**config.mk**
```make
export PLATFORM = sky130hd
export DESIGN_NAME = satc_way
export DESIGN_NICKNAME = d
export VERILOG_FILES = /design/src/design/satc_pkg.sv /design/src/design/satc_way.sv
export SDC_FILE = /design/constraint.sdc
export NUM_CORES = 1
export LEC_CHECK = 0
export BUFFER_PORTS_ARGS = -buffer_cell sky130_fd_sc_hd__buf_4
export CORE_AREA = 2 2 218 220
export CTS_BUF_LIST = sky130_fd_sc_hd__clkbuf_2 sky130_fd_sc_hd__clkbuf_4 sky130_fd_sc_hd__clkbuf_8
export CTS_CLUSTER_SIZE = 30
export DETAILED_ROUTE_END_ITERATION = 10
export DIE_AREA = 0 0 220 222
export GPL_ROUTABILITY_DRIVEN = 0
export PLACE_DENSITY = 0.33
export SYNTH_ARGS = -nofsm -noshare
export SYNTH_HDL_FRONTEND = slang
export SYNTH_SLANG_ARGS = --single-unit
export TNS_END_PERCENT = 100
```
**constraint.sdc**
```tcl
create_clock -name i_clk -period 6.7 [get_ports i_clk]
set_clock_uncertainty 0.1 [all_clocks]
set_input_delay 1.005 -clock i_clk [delete_from_list [all_inputs] [get_ports i_clk]]
set_output_delay 1.005 -clock i_clk [all_outputs]
set_load 0.02 [all_outputs]
```
**src/design/satc_pkg.sv**
```systemverilog
// ----------------------------------------------------------------------------
// satc_pkg
// shared types and register codes for the set-associative tag controller
// ----------------------------------------------------------------------------
package satc_pkg;

    // register indexes on the configuration port
    localparam logic [2:0] REG_REPLACE  = 3'd0;
    localparam logic [2:0] REG_WRITE    = 3'd1;
    localparam logic [2:0] REG_OFFSET   = 3'd2;
    localparam logic [2:0] REG_SET_BITS = 3'd3;
    localparam logic [2:0] REG_WAYS     = 3'd4;

    localparam int unsigned ADDR_W = 5;

    typedef struct packed {
        logic       replace_policy;
        logic       write_policy;
        logic [3:0] block_offset_bits;
        logic [3:0] set_index_bits;
        logic [3:0] ways_in_use;
    } t_cfg;

    typedef enum logic [1:0] {
        ST_IDLE,
        ST_READ,
        ST_SEARCH,
        ST_UPDATE
    } t_state;

endpackage

```
**src/design/satc_way.sv**
```systemverilog
// ----------------------------------------------------------------------------
// satc_way
// shared way compare unit: one way per step for tag match and victim choice
// ----------------------------------------------------------------------------
module satc_way
    import satc_pkg::*;
#(
    parameter int MAX_WAYS    = 8,
    parameter int COUNT_WIDTH = 32,
    parameter int WIDX_W      = 3,
    parameter int FILL_W      = 4
) (
    input  logic                            i_clk,
    input  logic                            i_step,
    input  logic [WIDX_W-1:0]               i_idx,
    input  logic [FILL_W-1:0]               i_nf,
    input  logic                            i_lfu,
    input  logic [31:0]                     i_blk,
    input  logic [MAX_WAYS*32-1:0]          i_tag_row,
    input  logic [MAX_WAYS*COUNT_WIDTH-1:0] i_cnt_row,
    output logic                            o_hit,
    output logic [WIDX_W-1:0]               o_hit_way,
    output logic [WIDX_W-1:0]               o_vic_way
);

    logic [COUNT_WIDTH-1:0] r_best;
    logic [31:0]            w_tag;
    logic [COUNT_WIDTH-1:0] w_cnt;
    logic                   w_first;
    logic                   w_match;
    logic                   w_better;

    assign w_tag    = i_tag_row[i_idx*32 +: 32];
    assign w_cnt    = i_cnt_row[i_idx*COUNT_WIDTH +: COUNT_WIDTH];
    assign w_first  = (i_idx == '0);
    assign w_match  = (FILL_W'(i_idx) < i_nf) && (w_tag == i_blk);
    // lfu: least count, lru: greatest age, earliest way on ties
    assign w_better = i_lfu ? (w_cnt < r_best) : (w_cnt > r_best);

    always_ff @(posedge i_clk) begin
        if (i_step) begin
            if (w_first) begin
                o_hit     <= w_match;
                o_hit_way <= i_idx;
            end else if (!o_hit && w_match) begin
                o_hit     <= 1'b1;
                o_hit_way <= i_idx;
            end
            if (w_first || w_better) begin
                r_best    <= w_cnt;
                o_vic_way <= i_idx;
            end
        end
    end

endmodule

```
=== After elaboration in Yosys (flattened, before gate mapping) ===
Index checks and enable logic that the tools add are counted.

* Register bits: 39
* Word-level logic and storage cells: 23
* Input port bits: 554
* Output and inout bits: 7

* Multiplexer cells: 5
* Equal/unequal tests: 1
* Shift-type cells: 2
* Magnitude comparators: 3
* Reductions and logical operators: 8

{| class="wikitable"
|+ Operators with widths
! operator !! count
|-
| indexed part select 256 x 9 -> 32 bit || 2
|-
| == test 32 bit || 1
|-
| > comparator 32 bit || 1
|-
| < comparator 32 bit || 1
|-
| two-way mux 3 bit || 2
|-
| < comparator 3 x 4 -> 1 bit || 1
|-
| AND reduction 2 bit || 2
|-
| logical NOT 3 bit || 1
|-
| two-way mux 1 bit || 3
|-
| logical AND 1 bit || 2
|-
| nonzero test 2 bit || 1
|-
| logical NOT 1 bit || 1
|-
| logical OR 1 bit || 1
|}

=== Logic depth before layout (Yosys ltp) ===
* Depth after elaboration: 6
* Depth in mapped cells: 15
* Mapped depth without buffers: 10

=== Worst setup path after synthesis ===
Ideal clock, no wire load.

* Kind: input to register
* Start: input i_idx[0]
* End: register o_vic_way[0], enable pin
* Stages: 14
* Required time: 6.204 ns
* Library setup time: 0.396 ns
* Buffers on the path: 4
* Setup slack: 0.992 ns
* Data arrival time: 5.212 ns
* Cell sequence: buf_6 buf_4 buf_2 buf_1 mux4_2 mux2_2 ha_1 a21o_1 a21o_1 a211oi_1 o21ai_0 a211oi_1 a21boi_0 and3b_1

* Cells in the longest elaborated chain, start to end: 5
* Elaborated cells between the ends (all ways): 7
* Classes of those cells: order compare: 2; shift: 1; mux: 1; reduce/logical: 3

{| class="wikitable"
|+ Ends and longest elaborated chain
! element !! RTL line !! text
|-
| start: declaration || satc_way.sv:15 || <nowiki>input logic [WIDX_W-1:0] i_idx,</nowiki>
|-
| indexed part select 256 x 9 -> 32 bit (*) || satc_way.sv:34 || <nowiki>assign w_cnt = i_cnt_row[i_idx*COUNT_WIDTH +: COUNT_WIDTH];</nowiki>
|-
| net w_cnt[25] || satc_way.sv:28 || <nowiki>logic [COUNT_WIDTH-1:0] w_cnt;</nowiki>
|-
| > comparator 32 bit / < comparator 32 bit (equally long branches) || satc_way.sv:38 || <nowiki>assign w_better = i_lfu ? (w_cnt < r_best) : (w_cnt > r_best);</nowiki>
|-
| two-way mux 1 bit (*) || satc_way.sv:38 ||
|-
| logical OR 1 bit (*) || satc_way.sv:49 || <nowiki>if (w_first || w_better) begin</nowiki>
|-
| AND reduction 2 bit (no line) (*) || - ||
|-
| end signal: assignment || satc_way.sv:51 || <nowiki>o_vic_way <= i_idx;</nowiki>
|-
| end: declaration || satc_way.sv:23 || <nowiki>output logic [WIDX_W-1:0] o_vic_way</nowiki>
|}

The timed path passes the listed nets; every way through them passes the cells marked *.
A chain may end at the register's enable or synchronous reset.

=== Worst setup path in the final report ===
* Start: input i_idx[0]
* End: register r_best[23], enable pin

* Cells in the longest elaborated chain, start to end: 5
* Elaborated cells between the ends (all ways): 7
* Classes of those cells: order compare: 2; shift: 1; mux: 1; reduce/logical: 3

{| class="wikitable"
|+ Ends and longest elaborated chain
! element !! RTL line !! text
|-
| indexed part select 256 x 9 -> 32 bit (*) || satc_way.sv:34 ||
|-
| net w_cnt[17] || satc_way.sv:28 ||
|-
| > comparator 32 bit / < comparator 32 bit (equally long branches) || satc_way.sv:38 ||
|-
| two-way mux 1 bit (*) || satc_way.sv:38 ||
|-
| logical OR 1 bit (*) || satc_way.sv:49 ||
|-
| AND reduction 2 bit (no line) (*) || - ||
|-
| end signal: assignment || satc_way.sv:50 || <nowiki>r_best <= w_cnt;</nowiki>
|-
| end: declaration || satc_way.sv:26 || <nowiki>logic [COUNT_WIDTH-1:0] r_best;</nowiki>
|}

Marks and branches as above.

==> metrics <==
reg2reg end=r_best[23]; final WL=roughly 38 mm; max_cap viols=0; die span in x=220 µm; final setup violating endpoints=0; clk_lat worst skew=slightly above 0.3 ns; Post-Synth Simple-Gate Area=about 4.3%; CP Capture Type=register; first-pass GRT wire length=around 52 mm; Worst path max stage delay=0.59 ns; final period utilization=approximately 77%; TritonCTS Sinks=39; async set or reset register ratio after synthesis=0%; Power Density=105 nW/µm²; clk buf depth=2; grt total ovfl=0; Sequential cell area=around 1200 µm²; Final nets=1600; Flop pwr share=a little over a quarter; Hold Violations, Final=0; setup slack after layout=about 1.6 ns; Critical Path Fanout Max=53; Sw Pwr=between 300 and 400 µW; Post-route DRC=0; die height=approximately 220 µm; max_slew headroom=40.1%; area grow syn2layout=79.5%; drt first pass iters=4; wire per inst=about 23 µm; setup_tns=0 ns; Internal=~820 µW; HP Start=o_hit; Die ar.=about 50000 µm²; Yosys reg bits=39; Worst Max-Slew Pin Slew=0.896 ns; Synthesis Warnings=0; pin count of the biggest net entering global routing=just under 80; hold_buf cts=0; Leak Pwr=between 5 and 6 nW; crit path cell chain=buf_6 > mux4_2 > mux2_2 > ha_1 > a21o_1 > a211oi_1 > o211ai_1 > and3_1 > a211oi_1 > a21boi_0 > and3b_2 > buf_4; worst r2r src=r_best[17]; Slowest-stage cell, CP=mux4_2; Reg2Reg Depth=10; post-CTS sizing=0; number of placement rows=79; CP Launch Type=input pin; Synth Area in Compound Gates=slightly below 6%; Starting Density=13.5%; Sw Share=a little under a third; vias=roughly 6600; pre-CTS setup slack=approximately 1.1 ns; post-synthesis adder-cell area fraction=slightly below 7%; cell repeated most along the worst path=a211oi_1; gr usage total=approximately 15%; Via density=4.07; H-tree levels=2; CTS Root Cell=clkbuf_8; CTS tree=yes; minimum clock period=between 5 and 6 ns; Worst EP arrival=about 5.0 ns; fin. max-slew vios=0; Hold Crit Class=reg -> reg; initial antenna violation count=10; unrepaired setup endpoints after global routing=false; CTS buffer count=5; Logic pwr share=between 50% and 60%; port bufs=560; Synthesized Nets=between 1000 and 1500; worst vdd ir=~0.053 mV; status=finished clean; register area share after synthesis=about a fifth; layout filler cell count=approximately 5000; Final Hold Slack=between 0.7 and 0.8 ns; WHS Path Cells=2; Max Freq=approximately 190 MHz; # Post-CTS Setup Buffers=0; number of synthesized flops with an enable pin=39; prevailing post-synth register cell=edfxtp_1; layout cell share with drive strength beyond 1=between 70% and 80%; Worst Path Required=approximately 6.6 ns; multi-input logic area=4770 µm²; Top Ports=between 500 and 600; mux share of post-synthesis cell area=between 50% and 60%; Syn Inst Count=475; post-synthesis xor/xnor area fraction=between 4 and 5%; clock share of power=roughly 14%; Post-Syn Area per Cell=about 13 µm²; antenna viol nets, final=0; Cell Area, Synth=between 6000 and 7000 µm²; vias in the first global route=between 7000 and 8000; largest family of logic cells by synthesized area=multiplexers; hold endpoint=o_hit; Reg2Reg Setup Slack=3.44 ns; DRT iter0 DRCs=between 150 and 200; crit path kind=in -> reg; Unique masters post-synth=44; DP HPWL=about 33 mm; clock-pin slew on the worst setup and hold paths=around 0.08 ns; Core Area=between 40000 and 50000 µm²
[cells in the mapped netlist (all sizes together), types with 3 or more instances]
library cell  number  area share [%]
clkbuf             6            0.36
a211oi             4            0.48
a21o              11             1.3
buf               32             2.5
o21a               4            0.48
nor2               8            0.48
o21ai              5            0.40
xnor2             24             3.4
mux2i             57             9.1
nor4               5            0.60
mux4             112              40
a22oi             14             1.7
xor2               6            0.84
a21oi              5            0.40
nand2              6            0.36
nand3              4            0.32
edfxtp            39              19
ha                34             6.8
and3               5            0.50
nor2b              3            0.30
mux2              31             5.6
nand4              6            0.60
inv               35             2.1
[cell type report]
type | count | area share, %
clock buffers | 6 | 0.680
inverters | 35 | 1.17
well taps | 607 | 6.77
clock inverters | 2 | 0.111
diodes | 5 | 0.111
repair buffers | 568 | 38.2
flip-flops and latches | 39 | 10.4
multi-input cells | 363 | 42.5
[registers in the layout (all words and copies together), names as in the netlist]
register   cells
r_best        32
o_hit_way      3
o_vic_way      3
o_hit          1
[critical path: cells and delay by family]
kind	cells	cell delay, ns
buffers and inverters	2	0.87
muxes	2	0.88
AOI/OAI and AO/OA	5	1.10
and+or+nand+nor	2	0.63
adders and majority gates	1	0.29
[metrics by stage]
step,power (mW),std cells,utilization [%],area [µm²]
2_1_floorplan,0.667,475,-,6250
3_3_place_gp,1.03,1612,24.0,11100
3_5_place_dp,1.03,1612,24.0,11100
4_1_cts,1.21,1620,24.2,11200
5_1_grt,1.27,1622,24.3,11200
6_report,1.18,1625,24.3,11200
[worst max-delay path by stage]
stage,start,to,slack (ns),cells past startpoint
finish,i_idx[0],r_best[23],1.56,12
global route,i_idx[0],r_best[17],1.14,12
CTS,i_idx[0],r_best[17],1.40,12
detailed placement,i_idx[0],r_best[17],1.05,12
global placement,i_idx[0],r_best[17],1.04,12
floorplan,i_idx[0],o_vic_way[0],0.99,14
[routing by layer]
metal  share of wire [%]  track usage [%]  wire, µm
met5               0.042                0        16
met4                 1.6             2.55       590
met3                  10             4.86      3880
met2                  53             28.5     20000
met1                  35             16.0     13400
[power groups by stage]
stage / Combinational [mW] / Clock [mW] / Sequential (mW)
2_1_floorplan: 0.346 / 0 / 0.320
4_1_cts: 0.719 / 0.182 / 0.313
3_3_place_gp: 0.714 / 0 / 0.318
5_1_grt: 0.766 / 0.188 / 0.316
6_report: 0.700 / 0.167 / 0.312
3_5_place_dp: 0.717 / 0 / 0.318
[cell families (layout without fill, tap and decap cells)]
logic type                 Yosys count  after routing
AOI/OAI and AO/OA                   52             52
adders and majority gates           34             34
xor gates and xnor gates            30             30
DFF                                 39             39
other                                0              5
and+or+nand+nor                     47             47
muxes                              200            200
buffers and inverters               73            611
[layout by cell type, fill, tap and decap left out, drive strengths merged, types with 8 or more instances in the layout]
cell / n
xnor2: 24
ha: 34
edfxtp: 39
a22oi: 14
mux2i: 57
mux4: 112
nor2: 8
mux2: 31
inv: 35
buf: 568
a21o: 11
Power figures use the tool's default switching activity.
