[src/design/satc_pkg.sv]
// ----------------------------------------------------------------------------
// satc_pkg
// shared types and register codes for the set-associative tag controller
// ----------------------------------------------------------------------------
package satc_pkg;

    // register indexes on the configuration port
    localparam logic [2:0] REG_REPLACE  = 3'd0;
    localparam logic [2:0] REG_WRITE    = 3'd1;
    localparam logic [2:0] REG_OFFSET   = 3'd2;
    localparam logic [2:0] REG_SET_BITS = 3'd3;
    localparam logic [2:0] REG_WAYS     = 3'd4;

    localparam int unsigned ADDR_W = 5;

    typedef struct packed {
        logic       replace_policy;
        logic       write_policy;
        logic [3:0] block_offset_bits;
        logic [3:0] set_index_bits;
        logic [3:0] ways_in_use;
    } t_cfg;

    typedef enum logic [1:0] {
        ST_IDLE,
        ST_READ,
        ST_SEARCH,
        ST_UPDATE
    } t_state;

endpackage

[src/design/satc_cfg.sv]
// ----------------------------------------------------------------------------
// satc_cfg
// register bank behind the configuration port
// ----------------------------------------------------------------------------
module satc_cfg
    import satc_pkg::*;
(
    input  logic              i_clk,
    input  logic              i_rst_n,
    input  logic              psel,
    input  logic              penable,
    input  logic              pwrite,
    input  logic [ADDR_W-1:0] paddr,
    input  logic [31:0]       pwdata,
    output logic [31:0]       prdata,
    output logic              pready,
    output t_cfg              o_cfg
);

    t_cfg r_cfg;
    logic w_wr;
    logic [2:0] w_idx;

    assign pready = 1'b1;
    assign w_wr   = psel & penable & pwrite;
    assign w_idx  = paddr[ADDR_W-1:2];

    always_ff @(posedge i_clk) begin
        if (!i_rst_n) begin
            r_cfg.replace_policy    <= 1'b0;
            r_cfg.write_policy      <= 1'b0;
            r_cfg.block_offset_bits <= 4'd6;
            r_cfg.set_index_bits    <= 4'd4;
            r_cfg.ways_in_use       <= 4'd4;
        end else if (w_wr) begin
            case (w_idx)
                REG_REPLACE:  r_cfg.replace_policy    <= pwdata[0];
                REG_WRITE:    r_cfg.write_policy      <= pwdata[0];
                REG_OFFSET:   r_cfg.block_offset_bits <= pwdata[3:0];
                REG_SET_BITS: r_cfg.set_index_bits    <= pwdata[3:0];
                REG_WAYS:     r_cfg.ways_in_use       <= pwdata[3:0];
                default: ;
            endcase
        end
    end

    always_comb begin
        case (w_idx)
            REG_REPLACE:  prdata = {31'd0, r_cfg.replace_policy};
            REG_WRITE:    prdata = {31'd0, r_cfg.write_policy};
            REG_OFFSET:   prdata = {28'd0, r_cfg.block_offset_bits};
            REG_SET_BITS: prdata = {28'd0, r_cfg.set_index_bits};
            REG_WAYS:     prdata = {28'd0, r_cfg.ways_in_use};
            default:      prdata = 32'd0;
        endcase
    end

    assign o_cfg = r_cfg;

endmodule

[config.mk]
export PLATFORM = sky130hd
export DESIGN_NAME = satc_cfg
export DESIGN_NICKNAME = d
export VERILOG_FILES = /design/src/design/satc_pkg.sv /design/src/design/satc_cfg.sv
export SDC_FILE = /design/constraint.sdc
export NUM_CORES = 1
export LEC_CHECK = 0
export BUFFER_PORTS_ARGS = -buffer_cell sky130_fd_sc_hd__buf_4
export CAP_MARGIN = 20
export CORE_MARGIN = 3
export CORE_UTILIZATION = 30
export CTS_CLUSTER_DIAMETER = 100
export DETAILED_ROUTE_END_ITERATION = 7
export GPL_ROUTABILITY_DRIVEN = 0
export HOLD_SLACK_MARGIN = 0.03
export PLACE_DENSITY = 0.74
export SLEW_MARGIN = 20
export SYNTH_ARGS = -nofsm -noshare
export SYNTH_HDL_FRONTEND = slang
export SYNTH_SLANG_ARGS = --single-unit
[constraint.sdc]
create_clock -name i_clk -period 1.12 [get_ports i_clk]
set_clock_uncertainty 0.1 [all_clocks]
set_input_delay 0.168 -clock i_clk [delete_from_list [all_inputs] [get_ports i_clk]]
set_output_delay 0.168 -clock i_clk [all_outputs]
set_load 0.01 [all_outputs]
* Yosys cells after proc, flatten, opt, wreduce, memory -nomap -nowiden *
Index checks and enable logic that the tools add are counted.
Widths: inputs -> output; s select.

word-level totals
  register bits = 14
  input port bits = 42
  output and inout bits = 47

cells by class
  equal/unequal tests = 4
  mux-type cells = 1
  bitwise gates (word level) = 2
  reductions and logical operators = 6

operators with widths
  kind                number
  $pmux 4 s5          1
  $reduce_and 2->1    5
  $eq 3x2->1 const B  2
  $eq 3x1->1 const B  1
  $eq 3x3->1 const B  1
  $logic_not 3->1     1
  $and 1x1->1         2

* Depth between registers and ports, before layout *
Gate-level depths: netlist (run 1).

  word-level depth = 3
  depth in mapped cells = 5
  gate-level depth less buffers = 3

* Worst setup path before layout (run 1) *
OpenSTA, ideal clock, no wires.

  kind = input-to-reg
  start point = input paddr[2]
  end point = register r_cfg, in the netlist o_cfg[13]
  library setup time = 0.135 ns
  data arrival time = 0.880 ns
  data required time = 0.885 ns
  slack = 0.005 ns
  stages on the path = 4
  path buffers = 1
  path through = buf_6 > nand4b_4 > o311ai_0 > o41ai_1

between the ends
  longest elaborated chain between the ends = 2

ends and longest elaborated chain
  element                            RTL line        text
  start, declared                    satc_cfg.sv:13  input logic [ADDR_W-1:0] paddr,
  $logic_not 3->1                    satc_cfg.sv:36  case (w_idx)
  $reduce_and 2->1 (no source line)  --
  end, declared                      satc_cfg.sv:20  t_cfg r_cfg;

No other way between the ends.
A chain may end at the register's enable or synchronous reset.

* Worst setup path in the final report (run 1) *
  start point = register r_cfg, in the netlist o_cfg[13]
  end point = output prdata[0]

between the ends
  longest elaborated chain between the ends = 1

ends and longest elaborated chain
  element        RTL line        text
  $pmux 4 s5     satc_cfg.sv:48  case (w_idx)
  end, declared  satc_cfg.sv:15  output logic [31:0] prdata,

No other way between the ends.

==> results of run 1 <==
-- kinds of logic (layout without fill, tap and decap cells) --
family	count (synthesis)	count (layout)	share of synthesized area
DFF	14	14	0.296
and+or+nand+nor	21	21	0.135
muxes	13	13	0.138
AOI/OAI and AO/OA	18	18	0.140
buffers and inverters	36	50	0.283
other	2	29	0.00794
-- power groups by stage --
stage	clock, mW	sequential (mW)	combinational, mW
detailed placement	0	0.517	0.185
global route	0.313	0.506	0.214
finish	0.283	0.505	0.198
CTS	0.293	0.505	0.192
global placement	0	0.517	0.181
floorplan	0	0.519	0.189
-- through the flow --
stage                     TNS (ps)  utilization  hold WS, ps  setup slack, ps  std cells
final                         -632        0.446         62.2             -257        187
after global routing          -968        0.446         77.5             -306        187
after CTS                     -681        0.429         56.6             -266        185
after detailed placement     -1220        0.388          367             -131        176
after global placement        -745        0.388          360             -114        176
after floorplan                  0            -          172             4.75        131
-- layout by cell type (no fill, tap or decap), types with 2 or more instances in the layout --
cell type	instances
o21ai_0	5
o211ai_1	2
o2bb2ai_1	3
dfxtp_2	10
dfxtp_1	4
buf_6	19
mux2i_1	13
o41ai_1	2
inv_1	2
conb_1	29
nor2_1	2
nor2_2	2
buf_4	26
nand2_1	12
o311ai_0	4
clkbuf_4	3
-- worst reg2reg max path, stage by stage, from the launching register on --
cell and delay [ps]:
dfxtp_2 320, buf_4 130, o311ai_0 80, o41ai_1 140
-- timing repair --
action	in CTS	in global routing
endpoints found under the setup margin	7	13
gates resized for setup	20	9
buffers inserted	6	3
endpoints found under the hold margin	0	0
pin swaps	2	2
-- layout make-up --
type / instances / area (um^2)
Inverter: 2 / 7.51
Multi-Input combinational cell: 81 / 499
Clock buffer: 3 / 22.5
Fill cell: 305 / 1590
Timing Repair Buffer: 45 / 409
Sequential cell: 14 / 293
Tap cell: 42 / 52.6
-- path summary, 6_finish.rpt --
check / startpoint / endpoint / slack [ps]
max: o_cfg[13] / prdata[0] / -260
min: pwdata[1] / o_cfg[9] / 60
max reg2reg: o_cfg[12] / o_cfg[12] / 220
min reg2reg: o_cfg[1] / o_cfg[1] / 390
-- synth_stat cells (2+ instances only) --
cell type,count
buf_6,3
conb_1,2
mux2i_1,13
nand2_1,12
o21ai_0,5
o311ai_0,4
o41ai_1,2
o211ai_1,2
nor2_1,2
nor2_2,2
buf_4,29
inv_1,2
dfxtp_1,14
o2bb2ai_1,3
-- layer usage --
layer	global-route usage	part of all wire	routed length, um
met4	0.0249	0.0049	11
met5	0	0	0
met2	0.194	0.51	1150
met1	0.107	0.38	862
met3	0.0541	0.098	219
==> results.yml, run 1 <==
floorplan:
  pin_count: 89
  rows: 19
  die_x_um: 62.2
  initial_utilization: 0.329
  fp.coreArea_um2: 2880
  die_h_um: 62.2
  die_area_um2: 3860
route:
  drc: 0
  drtPass1Iterations: 5
  wire_per_inst_um: 12.0
  drt_wl_total_mm: 2.24
  routed_via_density: 4.21
  drtIter0Drc: 14
  final_antenna_net_count: 0
  vias: 787
critical_path:
  crit_arrival_ps: 1110
  critPathKind: "register to output port"
  cp_num_buf_inv: 1
  critical_path.endpoint_type: "output port"
  path_cells: "mux2i_1, o22ai_1, o21a_1, buf_6"
  cp_data_required_time_ps: 850
  crit_cells: 4
  cp-start-kind: "register"
  r2r_cells: 3
  cp_top_family: "flip-flops"
  slowest_stage: "dfxtp_2"
  cpPeakStageDelay_ps: 330
  worstPathMaxFanout: 2
power_and_ir_drop:
  pwr-share-comb: 0.201
  switchingPower_mw: 0.281
  intPower_mw: 0.705
  seq_power_share: 0.512
  finalPower_mw: 0.986
  p_clk_frac: 0.287
  switching_share: 0.285
  p_leak_nw: 0.595
  powerDensity_nw_per_um2: 768
  vdd_drop_max_mv: 0.448
timing:
  fin_crit_sh: 1.23
  hold_viol: 0
  finalCriticalPeriod_ps: 1380
  slew_viol_final: 0
  fmax_mhz: 726
  grt_setup_unrepaired: "true"
  setup_viol: 4
  fin_ws_ps: -257
placed_design:
  placed_area_um2: 1120
  portBuffers: 29
  dpl.hpwl_mm: 1.66
run:
  maxCapViolCount: 0
run_status:
  status: "finished with violations"
  violations: "setup timing"
logic_synthesis:
  synth_top_cell_by_area: "dfxtp_1"
  ys_types: 23
  synth_flop_cell: "dfxtp_1"
  avgSynthCellArea_um2: 9.10
  synth_edf_count: 0
  netlist_instances: 104
  yosys_warnings: 0
  yosysSeqAreaShare: 0.296
  synth_area_um2: 946
  ys_ff_latch: 14
  netlist.area_leader.share: 0.296
  async_reset_ff_frac: 0
  synth_area_leaders: "dfxtp_1, buf_4, mux2i_1"
cts:
  htreeDepth: 1
  cts_tree: "yes"
  cts_buffers: 3
  cts_root_buf: "clkbuf_4"
  insertion_delay_ps: 280
  cts_hold_buf: 0
  clk_pin_slew_worst_paths_ps: 80
  cts_buffer_depth: 2
  cts.sinks: 14
finish:
  largest_reg_flops: 14
  drive_above_1_share: 0.434
  diodes: 0
  synthToLayoutAreaGrowth_pct: 35.7
  nets: 189
  design_area_um2: 1280
global_routing:
  grt_max_degree: 18
  grt_use_total: 0.106
  overflow: 0
  antenna_found_initial: 0
  grt_pass1_vias: 735
  grt_first_pass_wirelength_mm: 3.32
min_path:
  min-delay-path-class: "input port to register"
  holdPathStages: 3
Note: power is estimated with default switching activity, not from simulation.
==> inputs of run 2 (changes only) <==
--- a/config.mk
+++ b/config.mk
@@ -9,7 +9,7 @@
 export CAP_MARGIN = 20
 export CORE_MARGIN = 3
 export CORE_UTILIZATION = 30
-export CTS_CLUSTER_DIAMETER = 100
+export CTS_BUF_LIST = sky130_fd_sc_hd__clkbuf_16
 export DETAILED_ROUTE_END_ITERATION = 7
 export GPL_ROUTABILITY_DRIVEN = 0
 export HOLD_SLACK_MARGIN = 0.03
==> run 2 against run 1 <==
Compared with the run above: the run still ends with setup timing left; sequential cell count stayed put; maximum frequency is 4.0% higher; via count is 5.8% lower; routed wire length is 7.0% lower; die area stayed put; register-to-register slack better by 20 ps; sequential share of layout area is 0.95 points higher; critical endpoint unchanged.
==> results.yml, run 2 (synthesized netlist as in run 1, its figures left out) <==
placed_design:
  pre_cts_slack_ps: -131
  placed_area_um2: 1120
  portBuffers: 29
  dpl.hpwl_mm: 1.66
  dp.cells: 176
finish:
  diodes: 0
  design_area_um2: 1210
  largest_reg_flops: 14
  drive_above_1_share: 0.377
  fin_util: 0.421
  synthToLayoutAreaGrowth_pct: 28.0
  fin_cells: 180
  nets: 182
  final_common_cell: "buf_4"
  mostFrequentLayoutCells: "buf_4, conb_1, mux2i_1"
floorplan:
  initial_utilization: 0.329
  die_area_um2: 3860
  fp.coreArea_um2: 2880
  rows: 19
  die_x_um: 62.2
  die_h_um: 62.2
  pin_count: 89
global_routing:
  antenna_found_initial: 0
  overflow: 0
  grt_max_degree: 18
  grt_first_pass_wirelength_mm: 3.27
  grt_pass1_vias: 715
  grt_use_total: 0.105
critical_path:
  critPathKind: "register to output port"
  crit_arrival_ps: 1060
  critical_path.endpoint_type: "output port"
  cp_data_required_time_ps: 850
  cp-startpoint: "o_cfg[13]"
  cp-start-kind: "register"
  timing.rr.start: "o_cfg[12]"
  worstPathMaxFanout: 2
timing:
  hold_viol: 0
  setup_viol: 4
  grt_setup_unrepaired: "true"
  fin_crit_sh: 1.18
  fmax_mhz: 756
  slew_viol_final: 0
  finalCriticalPeriod_ps: 1320
  fin_ws_ps: -203
cts:
  cts_root_buf: "clkbuf_16"
  cts_buffer_depth: 2
  cts_tree: "yes"
  cts.sinks: 14
  htreeDepth: 1
  insertion_delay_ps: 240
  clk_pin_slew_worst_paths_ps: 40
  cts_buffers: 3
  cts_hold_buf: 0
min_path:
  min-delay-path-class: "input port to register"
  min-delay-start: "pwdata[1]"
power_and_ir_drop:
  seq_power_share: 0.376
  p_leak_nw: 0.563
  powerDensity_nw_per_um2: 1120
  p_clk_frac: 0.484
  vdd_drop_max_mv: 0.827
  intPower_mw: 1.04
  switchingPower_mw: 0.310
  switching_share: 0.229
  pwr-share-comb: 0.140
route:
  routed_via_density: 4.12
  wire_per_inst_um: 11.6
  drt_wl_total_mm: 2.08
  top_layer_used: "met4"
  drtPass1Iterations: 4
  wl_met1_um: 793
  met2_length_mm: 1.07
  vias: 741
  drtIter0Drc: 17
  wl_met3_um: 208
  drc: 0
  final_antenna_net_count: 0
run_status:
  status: "finished with violations"
  violations: "setup timing"
run:
  maxCapViolCount: 0
-- run 2: changes by cell type in the layout (fill, tap and decap cells not counted) --
cell	before	now
dfxtp_2	10	6
o21ai_0	5	4
clkbuf_4	3	0
buf_4	26	37
dfxtp_1	4	8
o21ai_1	0	1
buf_6	19	1
clkbuf_16	0	3
-- run 2: what timing repair did --
action / 4_1_cts / 5_1_grt
endpoints found under the setup margin: 4 / 4
pin swaps: 2 / 1
resized for setup: 7 / 1
hold endpoints to repair: 0 / 0
buffers inserted: 1 / 0
-- run 2: worst paths after layout --
check	endpoint	slack, ps	depth (start not counted)
min reg2reg	o_cfg[11]	370	2
min	o_cfg[9]	110	3
max reg2reg	o_cfg[12]	240	3
max	prdata[0]	-200	4
-- run 2: final cells by class --
class,instances,area (um^2)
repair buffers,38,289
inverters,2,7.51
clock buffers,3,75.1
well taps,42,52.6
multi-input cells,81,499
fillers,295,1670
flip-flops and latches,14,288
-- run 2: metrics by stage --
step	setup TNS (ps)	hold slack (ps)	power, mW
after floorplan	0	172	0.707
after global placement	-745	360	0.698
after detailed placement	-1220	367	0.702
after CTS	-578	106	1.37
after global routing	-734	130	1.41
final	-553	110	1.35
-- run 2: power by group through the flow --
stage	Clock (mW)	Sequential [mW]	Combinational [mW]
2_1_floorplan	0	0.519	0.189
3_3_place_gp	0	0.517	0.181
3_5_place_dp	0	0.517	0.185
4_1_cts	0.673	0.508	0.188
5_1_grt	0.699	0.508	0.205
6_report	0.655	0.508	0.190
-- run 2: metal layers --
| layer | track usage | vias to the layer above |
|---|---|---|
| li1 | - | 370 |
| met1 | 0.108 | 330 |
| met2 | 0.184 | 39 |
| met3 | 0.0541 | 2 |
| met4 | 0.0331 | 0 |
| met5 | 0 | - |
-- run 2: worst max-delay path, stage by stage, from the launching register on --
cell and delay [ps]:
dfxtp_2 320, mux2i_1 120, o22ai_1 90, o21a_1 180, buf_6 120
==> inputs of run 3 (changes only) <==
--- a/config.mk
+++ b/config.mk
@@ -13,7 +13,7 @@
 export DETAILED_ROUTE_END_ITERATION = 7
 export GPL_ROUTABILITY_DRIVEN = 0
 export HOLD_SLACK_MARGIN = 0.03
-export PLACE_DENSITY = 0.74
+export PLACE_DENSITY = 0.7
 export SLEW_MARGIN = 20
 export SYNTH_ARGS = -nofsm -noshare
 export SYNTH_HDL_FRONTEND = slang
==> run 3 against run 2 <==
Compared with the run above: the run still ends with setup timing left; maximum frequency is 0.62% lower; final cell count stayed put; combinational power hardly changed; sequential share of layout area stayed put; highest routed layer unchanged; critical endpoint unchanged; final area stayed put; clock power hardly changed; first-iteration DRC count is 18% lower; via count is 0.94% higher.
==> results.yml, run 3 (synthesized netlist as in run 1, its figures left out) <==
power_and_ir_drop:
  powerDensity_nw_per_um2: 1120
  switchingPower_mw: 0.311
  p_clk_frac: 0.485
  finalPower_mw: 1.36
  vdd_drop_max_mv: 0.500
  pwr-share-comb: 0.140
  p_leak_nw: 0.563
  intPower_mw: 1.04
  seq_power_share: 0.375
  switching_share: 0.230
floorplan:
  die_h_um: 62.2
  pin_count: 89
  die_x_um: 62.2
  fp.coreArea_um2: 2880
  die_area_um2: 3860
  initial_utilization: 0.329
  rows: 19
route:
  wire_per_inst_um: 11.3
  vias: 748
  final_antenna_net_count: 0
  routed_via_density: 4.16
  drtIter0Drc: 14
  drt_wl_total_mm: 2.04
  drc: 0
  drtPass1Iterations: 4
finish:
  mostFrequentLayoutCells: "buf_4, conb_1, mux2i_1"
  synthToLayoutAreaGrowth_pct: 28.0
  drive_above_1_share: 0.377
  fillers: 291
  nets: 182
  largest_reg_flops: 14
  final_common_cell: "buf_4"
  diodes: 0
  design_area_um2: 1210
  fin_util: 0.421
critical_path:
  worstPathMaxFanout: 3
  crit_arrival_ps: 1060
  path_cells: "mux2i_1, o22ai_1, o21a_1, buf_6"
  critical_path.endpoint_type: "output port"
  cpPeakStageDelay_ps: 320
  cp_data_required_time_ps: 850
  critPathKind: "register to output port"
  cp-start-kind: "register"
  slowest_stage: "dfxtp_2"
cts:
  insertion_delay_ps: 240
  cts_hold_buf: 0
  cts_tree: "yes"
  cts_buffers: 3
  htreeDepth: 1
  cts.sinks: 14
  cts_buffer_depth: 2
  cts_setup_buffers: 0
  cts_root_buf: "clkbuf_16"
  clk_pin_slew_worst_paths_ps: 40
placed_design:
  dpl.hpwl_mm: 1.62
  pre_cts_slack_ps: -129
  placed_area_um2: 1120
  portBuffers: 29
global_routing:
  met1_usage: 0.122
  overflow: 0
  gr-usage-met3: 0.0432
  antenna_found_initial: 0
  grt_max_degree: 18
  grt_pass1_vias: 727
  grt_use_met2: 0.168
  grt_first_pass_wirelength_mm: 3.25
  top_usage_layer: "met2"
  grt_use_total: 0.104
timing:
  hold_viol: 0
  grt_setup_unrepaired: "true"
  setup_viol: 4
  setup-tns-final_ps: -571
  finalCriticalPeriod_ps: 1330
  fin_crit_sh: 1.19
  slew_viol_final: 0
  fmax_mhz: 751
  fin_ws_ps: -211
run_status:
  violations: "setup timing"
  status: "finished with violations"
run:
  maxCapViolCount: 0
min_path:
  min-delay-path-class: "input port to register"
run 3: metrics by stage:
| stage | hold slack (ps) | std cells |
|---|---|---|
| 5_1_grt | 142 | 180 |
| 3_3_place_gp | 361 | 177 |
| 3_5_place_dp | 368 | 177 |
| 6_report | 115 | 180 |
| 4_1_cts | 113 | 180 |
| 2_1_floorplan | 172 | 131 |
run 3: critical path: cells and delay by family, from the launching register on:
family / cells / cell delay (ps)
buffers and inverters: 1 / 120
flip-flops: 1 / 320
multiplexers: 1 / 120
AO/OA/AOI/OAI: 2 / 270
run 3: path summary, 6_finish.rpt:
check | start | to | depth (start not counted) | slack (ps)
max | o_cfg[13] | prdata[0] | 4 | -210
min | pwdata[1] | o_cfg[9] | 3 | 120
max reg2reg | o_cfg[12] | o_cfg[12] | 3 | 230
min reg2reg | o_cfg[7] | o_cfg[7] | 2 | 370
run 3: final cells by class:
class / count / area, um^2 / share of cell area
multi-input combinational: 81 / 499 / 0.412
timing repair buffer: 38 / 289 / 0.239
sequential: 14 / 288 / 0.238
clock buffer: 3 / 75.1 / 0.0620
tap: 42 / 52.6 / 0.0434
inverter: 2 / 7.51 / 0.00620
run 3: routing by layer:
metal | vias up | wire length, um
li1 | 370 | -
met1 | 337 | 807
met2 | 37 | 1020
met3 | 4 | 184
met4 | 0 | 23
met5 | - | 0
run 3: repair_timing:
| item | in CTS | in global routing |
|---|---|---|
| hold endpoints to repair | 0 | 0 |
| resized for setup | 7 | 1 |
| endpoints found under the setup margin | 4 | 4 |
| pin swaps | 2 | 2 |
run 3: power groups by stage:
| stage | clock (mW) | combinational (mW) | sequential (mW) |
|---|---|---|---|
| after global routing | 0.697 | 0.209 | 0.508 |
| after CTS | 0.678 | 0.189 | 0.508 |
| final | 0.658 | 0.190 | 0.508 |
| after floorplan | 0 | 0.189 | 0.519 |
| after detailed placement | 0 | 0.187 | 0.517 |
| after global placement | 0 | 0.184 | 0.517 |
